<file path="src/design/bphg_pkg.sv">
// ----------------------------------------------------------------------------
// bphg_pkg
// Types, register codes and timer helpers shared by the press/hold qualifier.
// ----------------------------------------------------------------------------
package bphg_pkg;

	localparam int TIMER_BITS = 16;

	localparam int CFG_IDX_BITS  = 2;
	localparam int CFG_DATA_BITS = 16;

	localparam logic [CFG_IDX_BITS-1:0] CFG_DEBOUNCE = 2'd0;
	localparam logic [CFG_IDX_BITS-1:0] CFG_HOLD     = 2'd1;
	localparam logic [CFG_IDX_BITS-1:0] CFG_STIM     = 2'd2;

	localparam logic [9:0]  DEBOUNCE_RESET = 10'd15;
	localparam logic [15:0] HOLD_RESET     = 16'd600;
	localparam logic [15:0] STIM_RESET     = 16'd1000;

	typedef struct packed {
		logic kind;
		logic level;
	} in_item_t;

	typedef struct packed {
		logic press;
		logic hold;
	} out_item_t;

	typedef struct packed {
		logic [9:0]  debounce_ticks;
		logic [15:0] hold_ticks;
		logic [15:0] stim_interval_ms;
	} cfg_regs_t;

	// zero loads as one, large values saturate at the timer's full scale
	function automatic logic [TIMER_BITS-1:0] timer_load(input logic [15:0] v);
		logic [32:0] maxv;
		logic [32:0] ext;
		begin
			maxv = (33'd1 << TIMER_BITS) - 33'd1;
			ext  = {17'd0, v};
			if (v == 16'd0) begin
				timer_load = TIMER_BITS'(1);
			end else if (ext > maxv) begin
				timer_load = maxv[TIMER_BITS-1:0];
			end else begin
				timer_load = ext[TIMER_BITS-1:0];
			end
		end
	endfunction

endpackage

</file>
<file path="src/design/bphg_cfg.sv">
// ----------------------------------------------------------------------------
// bphg_cfg
// Configuration register file: debounce, hold threshold, stimulus period.
// ----------------------------------------------------------------------------
module bphg_cfg import bphg_pkg::*; (
	input  logic                     clk,
	input  logic                     arst_n,
	input  logic                     cfg_we,
	input  logic [CFG_IDX_BITS-1:0]  cfg_index,
	input  logic [CFG_DATA_BITS-1:0] cfg_data,
	output cfg_regs_t                regs
);

	cfg_regs_t regs_q;

	always_ff @(posedge clk or negedge arst_n) begin
		if (!arst_n) begin
			regs_q.debounce_ticks   <= DEBOUNCE_RESET;
			regs_q.hold_ticks       <= HOLD_RESET;
			regs_q.stim_interval_ms <= STIM_RESET;
		end else if (cfg_we) begin
			unique case (cfg_index)
				CFG_DEBOUNCE: regs_q.debounce_ticks   <= cfg_data[9:0];
				CFG_HOLD:     regs_q.hold_ticks       <= cfg_data;
				CFG_STIM:     regs_q.stim_interval_ms <= cfg_data;
				default: ;
			endcase
		end
	end

	assign regs = regs_q;

endmodule

</file>
<file path="src/design/bphg_core.sv">
// ----------------------------------------------------------------------------
// bphg_core
// Gesture state machine, wait timer and stimulus counter; one update per item.
// ----------------------------------------------------------------------------
module bphg_core import bphg_pkg::*; (
	input  logic      clk,
	input  logic      arst_n,
	input  logic      step,
	input  in_item_t  item,
	input  cfg_regs_t regs,
	output logic      res_valid,
	output out_item_t res
);

	localparam logic [1:0] ST_IDLE     = 2'd0;
	localparam logic [1:0] ST_DEBOUNCE = 2'd1;
	localparam logic [1:0] ST_DOWN     = 2'd2;
	localparam logic [1:0] ST_HELD     = 2'd3;

	logic [1:0]            state_q, state_d;
	logic                  pin_q, pin_d;
	logic [TIMER_BITS-1:0] wait_q, wait_d;
	logic                  armed_q, armed_d;
	logic [TIMER_BITS-1:0] stim_q, stim_d;
	logic                  press, hold;

	logic [TIMER_BITS-1:0] deb_load;
	logic [15:0]           deb_ext;
	logic [15:0]           rem;

	always_comb begin
		deb_ext  = {6'd0, regs.debounce_ticks};
		deb_load = timer_load(deb_ext);
		// hold wait covers the part of the threshold left after debounce
		if ({16'd0, regs.hold_ticks} > 32'(deb_load)) begin
			rem = regs.hold_ticks - 16'(deb_load);
		end else begin
			rem = 16'd1;
		end
	end

	always_comb begin
		state_d = state_q;
		pin_d   = pin_q;
		wait_d  = wait_q;
		armed_d = armed_q;
		stim_d  = stim_q;
		press   = 1'b0;
		hold    = 1'b0;
		if (item.kind) begin
			pin_d = item.level;
			unique case (state_q)
				ST_IDLE: begin
					if (item.level) begin
						state_d = ST_DEBOUNCE;
						wait_d  = deb_load;
						armed_d = 1'b1;
					end
				end
				ST_DOWN: begin
					if (!item.level) begin
						armed_d = 1'b0;
						wait_d  = '0;
						press   = 1'b1;
						state_d = ST_IDLE;
					end
				end
				ST_HELD: begin
					if (!item.level) begin
						state_d = ST_IDLE;
					end
				end
				default: ;
			endcase
		end else begin
			if (armed_q) begin
				if (wait_q <= TIMER_BITS'(1)) begin
					wait_d  = '0;
					armed_d = 1'b0;
					if (state_q == ST_DEBOUNCE) begin
						// re-check the pin at the end of debounce
						if (!pin_q) begin
							state_d = ST_IDLE;
						end else begin
							state_d = ST_DOWN;
							wait_d  = timer_load(rem);
							armed_d = 1'b1;
						end
					end else if (state_q == ST_DOWN) begin
						state_d = ST_HELD;
						hold    = 1'b1;
					end
				end else begin
					wait_d = wait_q - TIMER_BITS'(1);
				end
			end
			if (stim_q <= TIMER_BITS'(1)) begin
				press  = 1'b1;
				stim_d = timer_load(regs.stim_interval_ms);
			end else begin
				stim_d = stim_q - TIMER_BITS'(1);
			end
		end
	end

	always_ff @(posedge clk or negedge arst_n) begin
		if (!arst_n) begin
			state_q <= ST_IDLE;
			pin_q   <= 1'b0;
			wait_q  <= '0;
			armed_q <= 1'b0;
			stim_q  <= timer_load(STIM_RESET);
		end else if (step) begin
			state_q <= state_d;
			pin_q   <= pin_d;
			wait_q  <= wait_d;
			armed_q <= armed_d;
			stim_q  <= stim_d;
		end
	end

	assign res_valid = step && (press || hold);
	assign res.press = press;
	assign res.hold  = hold;

endmodule

</file>
<file path="src/design/bphg_obuf.sv">
// ----------------------------------------------------------------------------
// bphg_obuf
// Two-entry result buffer: output register plus skid entry.
// ----------------------------------------------------------------------------
module bphg_obuf import bphg_pkg::*; (
	input  logic      clk,
	input  logic      arst_n,
	input  logic      push,
	input  out_item_t push_data,
	output logic      full,
	output logic      out_valid,
	input  logic      out_stall,
	output out_item_t out_data
);

	logic [1:0] cnt_q;
	out_item_t  head_q;
	out_item_t  tail_q;
	logic       pop;

	assign pop       = (cnt_q != 2'd0) && !out_stall;
	assign full      = (cnt_q == 2'd2);
	assign out_valid = (cnt_q != 2'd0);
	assign out_data  = head_q;

	always_ff @(posedge clk or negedge arst_n) begin
		if (!arst_n) begin
			cnt_q <= 2'd0;
		end else begin
			case ({push, pop})
				2'b10:   cnt_q <= cnt_q + 2'd1;
				2'b01:   cnt_q <= cnt_q - 2'd1;
				default: cnt_q <= cnt_q;
			endcase
		end
	end

	always_ff @(posedge clk) begin
		case ({push, pop})
			2'b11: begin
				if (cnt_q == 2'd1) begin
					head_q <= push_data;
				end else begin
					head_q <= tail_q;
					tail_q <= push_data;
				end
			end
			2'b10: begin
				if (cnt_q == 2'd0) begin
					head_q <= push_data;
				end else begin
					tail_q <= push_data;
				end
			end
			2'b01: begin
				head_q <= tail_q;
			end
			default: ;
		endcase
	end

endmodule

</file>
<file path="src/design/button_press_hold_gesture.sv">
// ----------------------------------------------------------------------------
// button_press_hold_gesture
// Debounced button qualifier producing PRESS and HOLD gestures.
// ----------------------------------------------------------------------------
// Items (ticks or pin edges) are registered on input, then the gesture state,
// wait timer and stimulus counter are updated in a single cycle as the item
// leaves the input register. An item that produces PRESS and/or HOLD pushes one
// result into a two-entry output buffer. One item per clock is sustained while
// the result side keeps up. Only a full output buffer holds back new input.
// Configuration writes apply at the next load of the wait timer or stimulus
// counter.
module button_press_hold_gesture import bphg_pkg::*; (
	input  logic                     clk,
	input  logic                     arst_n,
	input  logic                     in_valid,
	output logic                     in_stall,
	input  in_item_t                 in_data,
	output logic                     out_valid,
	input  logic                     out_stall,
	output out_item_t                out_data,
	input  logic                     cfg_we,
	input  logic [CFG_IDX_BITS-1:0]  cfg_index,
	input  logic [CFG_DATA_BITS-1:0] cfg_data
);

	logic      valid_s1;
	in_item_t  item_s1;
	logic      full;
	logic      step;
	logic      res_valid;
	out_item_t res;
	cfg_regs_t regs;
	logic      in_fire;

	// the input register drains whenever the result buffer has room
	assign step     = valid_s1 && !full;
	assign in_stall = valid_s1 && full;
	assign in_fire  = in_valid && !in_stall;

	always_ff @(posedge clk or negedge arst_n) begin
		if (!arst_n) begin
			valid_s1 <= 1'b0;
		end else if (in_fire) begin
			valid_s1 <= 1'b1;
		end else if (step) begin
			valid_s1 <= 1'b0;
		end
	end

	always_ff @(posedge clk) begin
		if (in_fire) begin
			item_s1 <= in_data;
		end
	end

	bphg_cfg u_cfg (
		.clk       (clk),
		.arst_n    (arst_n),
		.cfg_we    (cfg_we),
		.cfg_index (cfg_index),
		.cfg_data  (cfg_data),
		.regs      (regs)
	);

	bphg_core u_core (
		.clk       (clk),
		.arst_n    (arst_n),
		.step      (step),
		.item      (item_s1),
		.regs      (regs),
		.res_valid (res_valid),
		.res       (res)
	);

	bphg_obuf u_obuf (
		.clk       (clk),
		.arst_n    (arst_n),
		.push      (res_valid),
		.push_data (res),
		.full      (full),
		.out_valid (out_valid),
		.out_stall (out_stall),
		.out_data  (out_data)
	);

endmodule

</file>
<file path="config.mk">
export PLATFORM = sky130hd
export DESIGN_NAME = button_press_hold_gesture
export DESIGN_NICKNAME = d
export VERILOG_FILES = /design/src/design/bphg_pkg.sv /design/src/design/bphg_cfg.sv /design/src/design/bphg_core.sv /design/src/design/bphg_obuf.sv /design/src/design/button_press_hold_gesture.sv
export SDC_FILE = /design/constraint.sdc
export NUM_CORES = 1
export LEC_CHECK = 0
export BUFFER_PORTS_ARGS = -buffer_cell sky130_fd_sc_hd__buf_4
export CORE_ASPECT_RATIO = 1.25
export CORE_UTILIZATION = 50
export CTS_CLUSTER_DIAMETER = 200
export DETAILED_ROUTE_END_ITERATION = 16
export PLACE_DENSITY = 0.68
export SYNTH_ARGS = -nofsm -noshare
export SYNTH_HDL_FRONTEND = slang
export SYNTH_SLANG_ARGS = --single-unit
export TNS_END_PERCENT = 1
</file>
<file path="constraint.sdc">
create_clock -name clk -period 10.05 [get_ports clk]
set_input_delay 1.005 -clock clk [delete_from_list [all_inputs] [get_ports clk]]
set_output_delay 1.005 -clock clk [all_outputs]
set_load 0.005 [all_outputs]
</file>
# Yosys cells after proc, flatten, opt, wreduce, memory -nomap -nowiden
# Cells that the tools add are included.
# op_classes
add_sub_neg	5
order_cmp	3
eq_ne	18
muxes	48
bitwise_logic	1
reduce_logical	34
# ops
op	n
$mux 16	11
$le 16x1->1 const B	2
$logic_not 16->1	2
$pmux 16 s2	1
$sub 16x1->16 const B	2
$mux 2	12
$mux 1	18
$gt 16x10->1	1
$sub 16x10->16	1
$eq 2x2->1 const B	6
$pmux 2 s2	3
$reduce_and 2->1	6
$reduce_bool 2->1	6
$logic_not 10->1	1
$mux 10	1
$ne 3x3->1 const B	3
$eq 2x1->1 const B	4
$reduce_and 7->1	1
$logic_not 2->1	3
$pmux 2 s3	1
$reduce_bool 3->1	2
$logic_and 1x1->1	5
$reduce_and 5->1	1
$ne 2x2->1 const B	2
12 further kinds	14
# totals
regBits	87
input_bits	25
elab_cells	125

# Longest topological paths before layout
# Gate-level depths: netlist of the first run.
# logic_depth
word_depth	11
depth_mapped	15

# Modules after synthesis
# A second synthesis of the first run with hierarchy kept.
# hier_totals
hier_cells	561
hier_area_um2	5512.8
# by_module_without_submodules
mod	n_inst	cells_per_inst	area_each_um2	seq_area_each_um2
bphg_core	1	427	3283.1	908.4
bphg_cfg	1	90	1702.9	1068.5
bphg_obuf	1	37	409.1	170.2
button_press_hold_gesture	1	7	117.6	85.1

# Worst setup path after synthesis of the first run
# Ideal clock, no wire load.
# synth_timing
path_type	register to register
start	register u_cfg.regs_q (netlist bit u_cfg.regs[36])
end	register u_core.wait_q[0]
setup_time_ns	0.065
t_arrival_ns	3.529
t_required_ns	9.985
slack_ns	6.456
stages_incl_launch_ff	16
period_less_slack_ns	3.594
cell_sequence	dfrtp_1 -> nor4_1 -> a41oi_1 -> inv_1 -> ha_1 -> inv_1 -> fa_1 -> a21o_1 -> and4_1 -> o21a_2 -> or2_0 -> clkbuf_2 -> or4_1 -> a311o_1 -> o311ai_1 -> o211a_1
# synth_via
elab_chain_cells	11
elab_cells_between_ends	14
# synth_lines
element	line_no	text
from (decl)	bphg_cfg.sv:14	cfg_regs_t regs_q;
$logic_not 10->1	bphg_pkg.sv:43	if (v == 16'd0) begin
$mux 10 (*)	bphg_pkg.sv:43	
$sub 16x10->16 or $gt 16x10->1 (tied branches)	bphg_core.sv:36, bphg_core.sv:35	
$mux 16	bphg_core.sv:35	if ({16'd0, regs.hold_ticks} > 32'(deb_load)) begin
$logic_not 16->1	bphg_pkg.sv:43	
$mux 16	bphg_pkg.sv:43	
$mux 16	bphg_core.sv:82	if (!pin_q) begin
$mux 16	bphg_core.sv:80	if (state_q == ST_DEBOUNCE) begin
$mux 16	bphg_core.sv:77	if (wait_q <= TIMER_BITS'(1)) begin
$mux 16	bphg_core.sv:76	if (armed_q) begin
$mux 16 (*)	bphg_core.sv:50	if (item.kind) begin
to (signal assigned)	bphg_core.sv:116	wait_q <= wait_d;
to (decl)	bphg_core.sv:22	logic [TIMER_BITS-1:0] wait_q, wait_d;
# Mark *: on every way between the ends. The rest lies on a longest branch, timed or not. The select of a mux whose other input is x is not followed.
# A chain may end at the register's enable or synchronous reset.

# Worst setup path in the final report of the first run
# Ends and elaborated chain as after synthesis.

==> results of run 1 <==
[metrics by stage]
stage	worst slack, ns	hold slack [ns]	total power, mW
floorplan	6.456	0.4622	1.011
global placement	6.290	0.4877	1.151
detailed placement	6.259	0.4891	1.168
CTS	6.228	0.5086	1.519
global route	6.076	0.5332	1.628
finish	6.236	0.5061	1.518
[final cells by class]
cell class,instances,share of cell area [%]
clock buffer,11,4.110
clock inverter,5,1.081
inverter,28,1.780
multi-input combinational,442,48.69
sequential,87,37.80
tap,129,2.733
timing repair buffer,30,3.814
[kinds of logic (layout without fill, tap and decap cells)]
group                    Yosys count  count (layout)
buffers and inverters             55              74
AO/OA/AOI/OAI                    184             184
multiplexers                      37              37
adder cells (fa/ha/maj)           22              22
XOR/XNOR                          16              16
AND/OR/NAND/NOR                  183             183
flip-flops                        87              87
[layer usage]
layer,global-route usage (%),share of wire [%]
met5,0,0
met4,11.73,3.0
met3,3.696,3.9
met2,43.30,53
met1,29.20,40
[worst max-delay path by stage]
stage,startpoint,to,slack [ns]
after floorplan,u_cfg.regs[36]$_DFFE_PN0P_,u_core.wait_q[0]$_DFFE_PN0P_,6.46
after global placement,u_cfg.regs[36]$_DFFE_PN0P_,u_core.wait_q[0]$_DFFE_PN0P_,6.29
after detailed placement,u_cfg.regs[36]$_DFFE_PN0P_,u_core.wait_q[0]$_DFFE_PN0P_,6.26
after CTS,u_cfg.regs[36]$_DFFE_PN0P_,u_core.wait_q[0]$_DFFE_PN0P_,6.23
after global routing,u_cfg.regs[36]$_DFFE_PN0P_,u_core.wait_q[0]$_DFFE_PN0P_,6.08
final,u_cfg.regs[36]$_DFFE_PN0P_,u_core.wait_q[0]$_DFFE_PN0P_,6.24
[power groups by stage]
| stage | registers (mW) | clock network, mW | logic (mW) |
|---|---|---|---|
| 6_report | 0.591 | 0.345 | 0.582 |
| 5_1_grt | 0.606 | 0.365 | 0.656 |
| 3_5_place_dp | 0.592 | 0 | 0.576 |
| 4_1_cts | 0.588 | 0.352 | 0.579 |
| 3_3_place_gp | 0.586 | 0 | 0.565 |
| 2_1_floorplan | 0.544 | 0 | 0.466 |
[cells in the final DEF (no fill, tap or decap), types with 11 or more instances in the layout]
master and instances:
o21ai_0 65, xnor2_1 11, nor3_1 14, mux2_2 36, inv_1 28, nor4_1 16, nor2_1 34, buf_4 30
ha_1 21, a21oi_1 55, dfstp_2 20, nand2_1 60, dfrtp_1 61
[flip-flops by register name, summed over array words and instances (netlist names)]
register         flops
u_obuf.tail_q        2
u_core.wait_q       16
u_core.pin_q         1
item_s1              2
u_cfg.regs          42
u_obuf.out_data      2
u_core.stim_q       16
u_core.state_q       2
u_core.armed_q       1
u_obuf.cnt_q         2
valid_s1             1
[critical path: stages (launching register included)]
cell and delay [ns]:
dfrtp_1 0.38, nor4_1 0.28, a41oi_1 0.15, inv_1 0.10, ha_1 0.17, inv_1 0.05
fa_1 0.39, a21o_1 0.19, and4_1 0.21, o21a_2 0.22, or2_0 0.31, or4_1 0.52
a311o_1 0.32, o311ai_1 0.27, o211a_1 0.19
==> impl_metrics.py, run 1 <==
metrics = {
    "clock_tree": {
        "cts_resized": 0,
        "clk_latency_ns": 0.35,
        "path_clk_slew_ns": 0.06,
        "cts_tree": "done",
        "post_cts_buffers": 0,
        "cts_buffer_depth": 2,
        "cts_max_level": 3,
        "clock-root-buffer": "clkbuf_16",
        "cts_hold_buffers": 0,
        "cts_made_buffers": 9,
        "cts_sinks": 87,
    },
    "logic_synthesis": {
        "synth_compound_area_share_pct": 21.01,
        "synth_nets": 631,
        "syn_area_per_cell_um2": 9.118,
        "synth_top_flop_cell": "dfrtp_1",
        "synth_edf_count": 6,
        "netlist.area_leader.share_pct": 28.67,
        "ys_ff_latch": 87,
        "synth_top_family_by_area": "compound AO/OA/AOI/OAI gates",
        "synthAdderAreaFrac_pct": 5.310,
        "yosysMostFrequentCell": "o21ai_0",
        "async_flop_share_pct": 93.10,
        "synthTopCellsByArea": "dfrtp_1 29%, dfstp_2 9.9%, mux2_2 7.6%, o21ai_0 6.1%, a21oi_1 5.2%",
        "yosysWarnings": 0,
        "synth_cells": 584,
        "yosysSeqAreaShare_pct": 41.92,
        "synth.distinct_cells": 61,
        "synthMuxAreaShare_pct": 7.801,
        "synth_area_leader_cell": "dfrtp_1",
        "synth_area_um2": 5325,
        "synthSimpleGateAreaFrac_pct": 17.11,
        "yosys.area_share.xor_xnor_pct": 2.632,
        "ys_top_cells_by_count": "65 x o21ai_0, 61 x dfrtp_1, 60 x nand2_1",
    },
    "route": {
        "ant_nets": 0,
        "vias": 4527,
        "finalWirelength_um": 12690,
        "dr.pass1.iters": 5,
        "drcViolationCount": 0,
        "drt-initial-drc-count": 265,
        "vias_per_cell": 6.184,
        "wl_per_cell_um": 17.33,
    },
    "power_and_ir_drop": {
        "p_clk_share_pct": 22.7,
        "p_sw_share_pct": 39.64,
        "total_leakage_power_nw": 2.447,
        "power.share.combinational_pct": 38.4,
        "p_int_uw": 916.3,
        "power.density_nw_per_um2": 257.0,
        "p_switching_uw": 601.6,
        "seq_power_share_pct": 38.9,
        "irDropWorstVdd_mv": 0.1189,
    },
    "layout": {
        "fillCellCount": 910,
        "drive_above_1_share_pct": 18.91,
        "final_cell_area_um2": 5906,
        "fin_nets": 645,
        "multiInputGateArea_um2": 2875,
        "layoutNonFillerInstCount": 732,
        "area_growth_pct": 10.90,
        "num_antenna_cells": 0,
        "final_util_pct": 57.85,
        "seqCellArea_um2": 2232,
    },
    "sta": {
        "tns_ns": 0,
        "max_freq_ghz": 0.2622,
        "setup_viol": 0,
        "finalHoldViolCount": 0,
        "worstMarginPinSlew_ns": 1.008,
        "fin_crit_ns": 3.814,
        "maxSlewHeadroom_pct": 32.81,
        "clock_skew_ns": 0.007454,
        "post-route-period-util_pct": 37.95,
        "grt_setup_unrepaired": "false",
        "slew_violations": 0,
    },
    "setup_path": {
        "cp.required_ns": 10.33,
        "critPathKind": "reg2reg",
        "r2r_setup_slack_ns": 6.24,
        "crit_path_end_kind": "flop",
        "rr_worst_depth": 14,
        "cp-start-kind": "flop",
        "timing.rr.end": "u_core.wait_q[0]$_DFFE_PN0P_",
        "r2r_start": "u_cfg.regs[36]$_DFFE_PN0P_",
        "crit_fanout": 5,
        "worstPathArrival_ns": 4.10,
    },
    "placed_design": {
        "placed_cell_area_um2": 5599,
        "routabilityCongestion": 0.9225,
        "io_buffers": 28,
        "dp.cells": 716,
        "hpwl_um": 9359,
    },
    "floorplan": {
        "die_w_um": 94.31,
        "start_util_pct": 52.16,
        "rows": 41,
        "fp.dieH_um": 117.4,
        "dieArea_um2": 11070,
        "io_pins": 29,
        "fp.coreArea_um2": 10210,
    },
    "job": {
        "drv_cap": 0,
    },
    "global_routing": {
        "grt_max_degree": 82,
        "grt_pass1_vias": 4463,
        "grt_pass1_wl_um": 21490,
        "antenna_found_initial": 0,
        "overflow": 0,
        "grtUsageTotal_pct": 24.81,
    },
    "min_path": {
        "min_to": "u_core.stim_q[15]$_DFFE_PN0P_",
        "holdPathStages": 1,
        "hp-start": "u_core.stim_q[15]$_DFFE_PN0P_",
        "hp-class": "reg2reg",
    },
    "status": {
        "status": "finished clean",
    },
}
Power figures use the tool's default switching activity.
==> inputs of run 2 (changes only) <==
- clock period: 10.05 -> 3.6 ns (I/O delays scaled with it)
==> run 2 against run 1 <==
  * Sequential power increased to 2.8 times the previous value
  * Non-clock buffer count increased by 33
  * Fmax increased by 7.6%
  * Flip-flop and latch count unchanged
  * Critical path depth unchanged
  * Clock skew decreased by 0.0013 ns
  * Critical path type unchanged
==> impl_metrics.py, run 2 (synthesis gave the netlist of run 1 again) <==
metrics = {
    "status": {
        "status": "finished clean",
    },
    "sta": {
        "setup_viol": 0,
        "slew_violations": 0,
        "post-route-period-util_pct": 98.43,
        "grt_setup_unrepaired": "true",
        "max_freq_ghz": 0.2822,
        "fin_crit_ns": 3.543,
        "tns_ns": 0,
        "finalHoldViolCount": 0,
        "worstMarginPinSlew_ns": 1.040,
        "clock_skew_ns": 0.006200,
        "hold_ws_ns": 0.1698,
        "maxSlewHeadroom_pct": 30.68,
    },
    "setup_path": {
        "r2r_start": "u_cfg.regs[36]$_DFFE_PN0P_",
        "crit_fanout": 4,
        "crit_top_cell": "inv_2",
        "r2r_setup_slack_ns": 0.06,
        "crit_family": "simple AND/OR/NAND/NOR gates",
        "crit_path_end_kind": "flop",
        "timing.rr.end": "u_core.wait_q[0]$_DFFE_PN0P_",
        "max_stage_delay_ns": 0.51,
        "cp-start-kind": "flop",
        "worstPathArrival_ns": 3.83,
        "rr_worst_depth": 14,
        "worstPathCellList": "nor4_2 -> a41oi_2 -> inv_2 -> ha_4 -> inv_2 -> fa_2 -> a21o_1 -> and4_1 -> o21a_2 -> or2_1 -> or4_1 -> a311o_1 -> o311ai_2 -> o211a_1",
        "endpoint": "u_core.wait_q[0]$_DFFE_PN0P_",
        "critPathKind": "reg2reg",
        "cp_num_cells": 14,
        "startpoint": "u_cfg.regs[36]$_DFFE_PN0P_",
        "path_buf_inv": 2,
        "cp.required_ns": 3.88,
        "slowest_stage": "or4_1",
    },
    "power_and_ir_drop": {
        "power.density_nw_per_um2": 704.2,
        "p_clk_share_pct": 20.3,
        "p_sw_share_pct": 39.63,
        "seq_power_share_pct": 37.7,
        "p_switching_mw": 1.721,
        "p_total_mw": 4.343,
        "power.share.combinational_pct": 42.0,
        "total_leakage_power_nw": 2.596,
        "irDropWorstVdd_mv": 0.3745,
        "p_int_mw": 2.622,
    },
    "route": {
        "ant_nets": 0,
        "finalWirelength_um": 13030,
        "vias_per_cell": 6.095,
        "wl_per_cell_um": 17.03,
        "drcViolationCount": 0,
        "drt-initial-drc-count": 311,
        "dr.pass1.iters": 5,
        "vias": 4663,
    },
    "clock_tree": {
        "cts_sinks": 87,
        "cts_buffer_depth": 2,
        "clock-root-buffer": "clkbuf_16",
        "cts_hold_buffers": 0,
        "clk_latency_ns": 0.34,
        "cts_max_level": 3,
        "cts_made_buffers": 9,
        "path_clk_slew_ns": 0.06,
        "cts_tree": "done",
    },
    "layout": {
        "fin_nets": 678,
        "drive_above_1_share_pct": 24.21,
        "largest_register_ffs": 42,
        "area_growth_pct": 15.81,
        "num_antenna_cells": 0,
        "layout_commonest_cell": "o21ai_0",
        "final_cell_mix": "65 x o21ai_0, 63 x buf_4, 61 x dfrtp_1, 60 x nand2_1, 55 x a21oi_1",
        "fillCellCount": 873,
        "layoutNonFillerInstCount": 765,
        "final_cell_area_um2": 6167,
    },
    "placed_design": {
        "placed_cell_area_um2": 5734,
        "hpwl_um": 9293,
        "io_buffers": 28,
        "dp.cells": 734,
        "routabilityCongestion": 0.8616,
    },
    "floorplan": {
        "rows": 41,
        "io_pins": 29,
        "dieArea_um2": 11070,
        "start_util_pct": 52.16,
        "fp.dieH_um": 117.4,
        "fp.coreArea_um2": 10210,
        "die_w_um": 94.31,
    },
    "global_routing": {
        "grt_max_degree": 82,
        "grt_pass1_vias": 4596,
        "antenna_found_initial": 0,
        "grt_pass1_wl_um": 21850,
        "grtUsageTotal_pct": 25.28,
        "overflow": 0,
    },
    "job": {
        "drv_cap": 0,
    },
    "min_path": {
        "hp-class": "in2async",
    },
}
## run 2: changes by cell type in the layout (fill, tap and decap cells not counted), sizes merged
cell    before  now
buf         30   63
bufinv       1    0
clkbuf      11   12
clkinv       1    2
inv         30   29
## run 2: power by group through the flow
stage	sequential, mW	clock, mW	combinational, mW
final	1.64	0.882	1.82
after global routing	1.68	0.936	2.03
after CTS	1.63	0.903	1.78
after detailed placement	1.64	0	1.72
after global placement	1.63	0	1.68
after floorplan	1.52	0	1.30
## run 2: area by class of cell
type,instances,area (µm²),share of cell area [%]
well taps,129,161.4,2.617
multi-input cells,442,2918,47.31
clock buffers,12,246.5,3.997
flip-flops and latches,87,2232,36.19
inverters,28,105.1,1.704
repair buffers,63,473.0,7.669
clock inverters,4,31.28,0.5072
## run 2: what timing repair did
action                     4_1_cts  5_1_grt
buffers inserted                15        0
gates resized for setup          4        6
gates cloned                     0        0
setup endpoints to repair        1        3
pin swaps                        5        2
## run 2: through the flow
step	utilization [%]	setup WS [ns]
3_3_place_gp	56.17	-0.01992
4_1_cts	60.11	0.04405
2_1_floorplan	-	0.005961
5_1_grt	60.41	-0.1522
3_5_place_dp	56.17	-0.07352
6_report	60.41	0.05668
## run 2: worst min path at each step
stage / startpoint / to / slack (ns) / depth (start not counted)
after floorplan: arst_n / u_cfg.regs[0]$_DFFE_PN0P_ / 0.06 / 0
after global placement: u_core.wait_q[5]$_DFFE_PN0P_ / u_core.wait_q[5]$_DFFE_PN0P_ / 0.49 / 2
after detailed placement: u_core.wait_q[5]$_DFFE_PN0P_ / u_core.wait_q[5]$_DFFE_PN0P_ / 0.49 / 2
after CTS: in_data[1] / item_s1[1]$_DFFE_PP_ / 0.19 / 1
after global routing: in_data[0] / item_s1[0]$_DFFE_PP_ / 0.19 / 1
final: arst_n / u_core.pin_q$_DFFE_PN0P_ / 0.17 / 1
## run 2: per-layer routing
metal  part of all wire (%)  track usage [%]  wire, µm
met5                      0                0         0
met4                    2.8            11.25       364
met3                    3.2            4.086       423
met2                     52            43.48      6809
met1                     42            30.44      5431
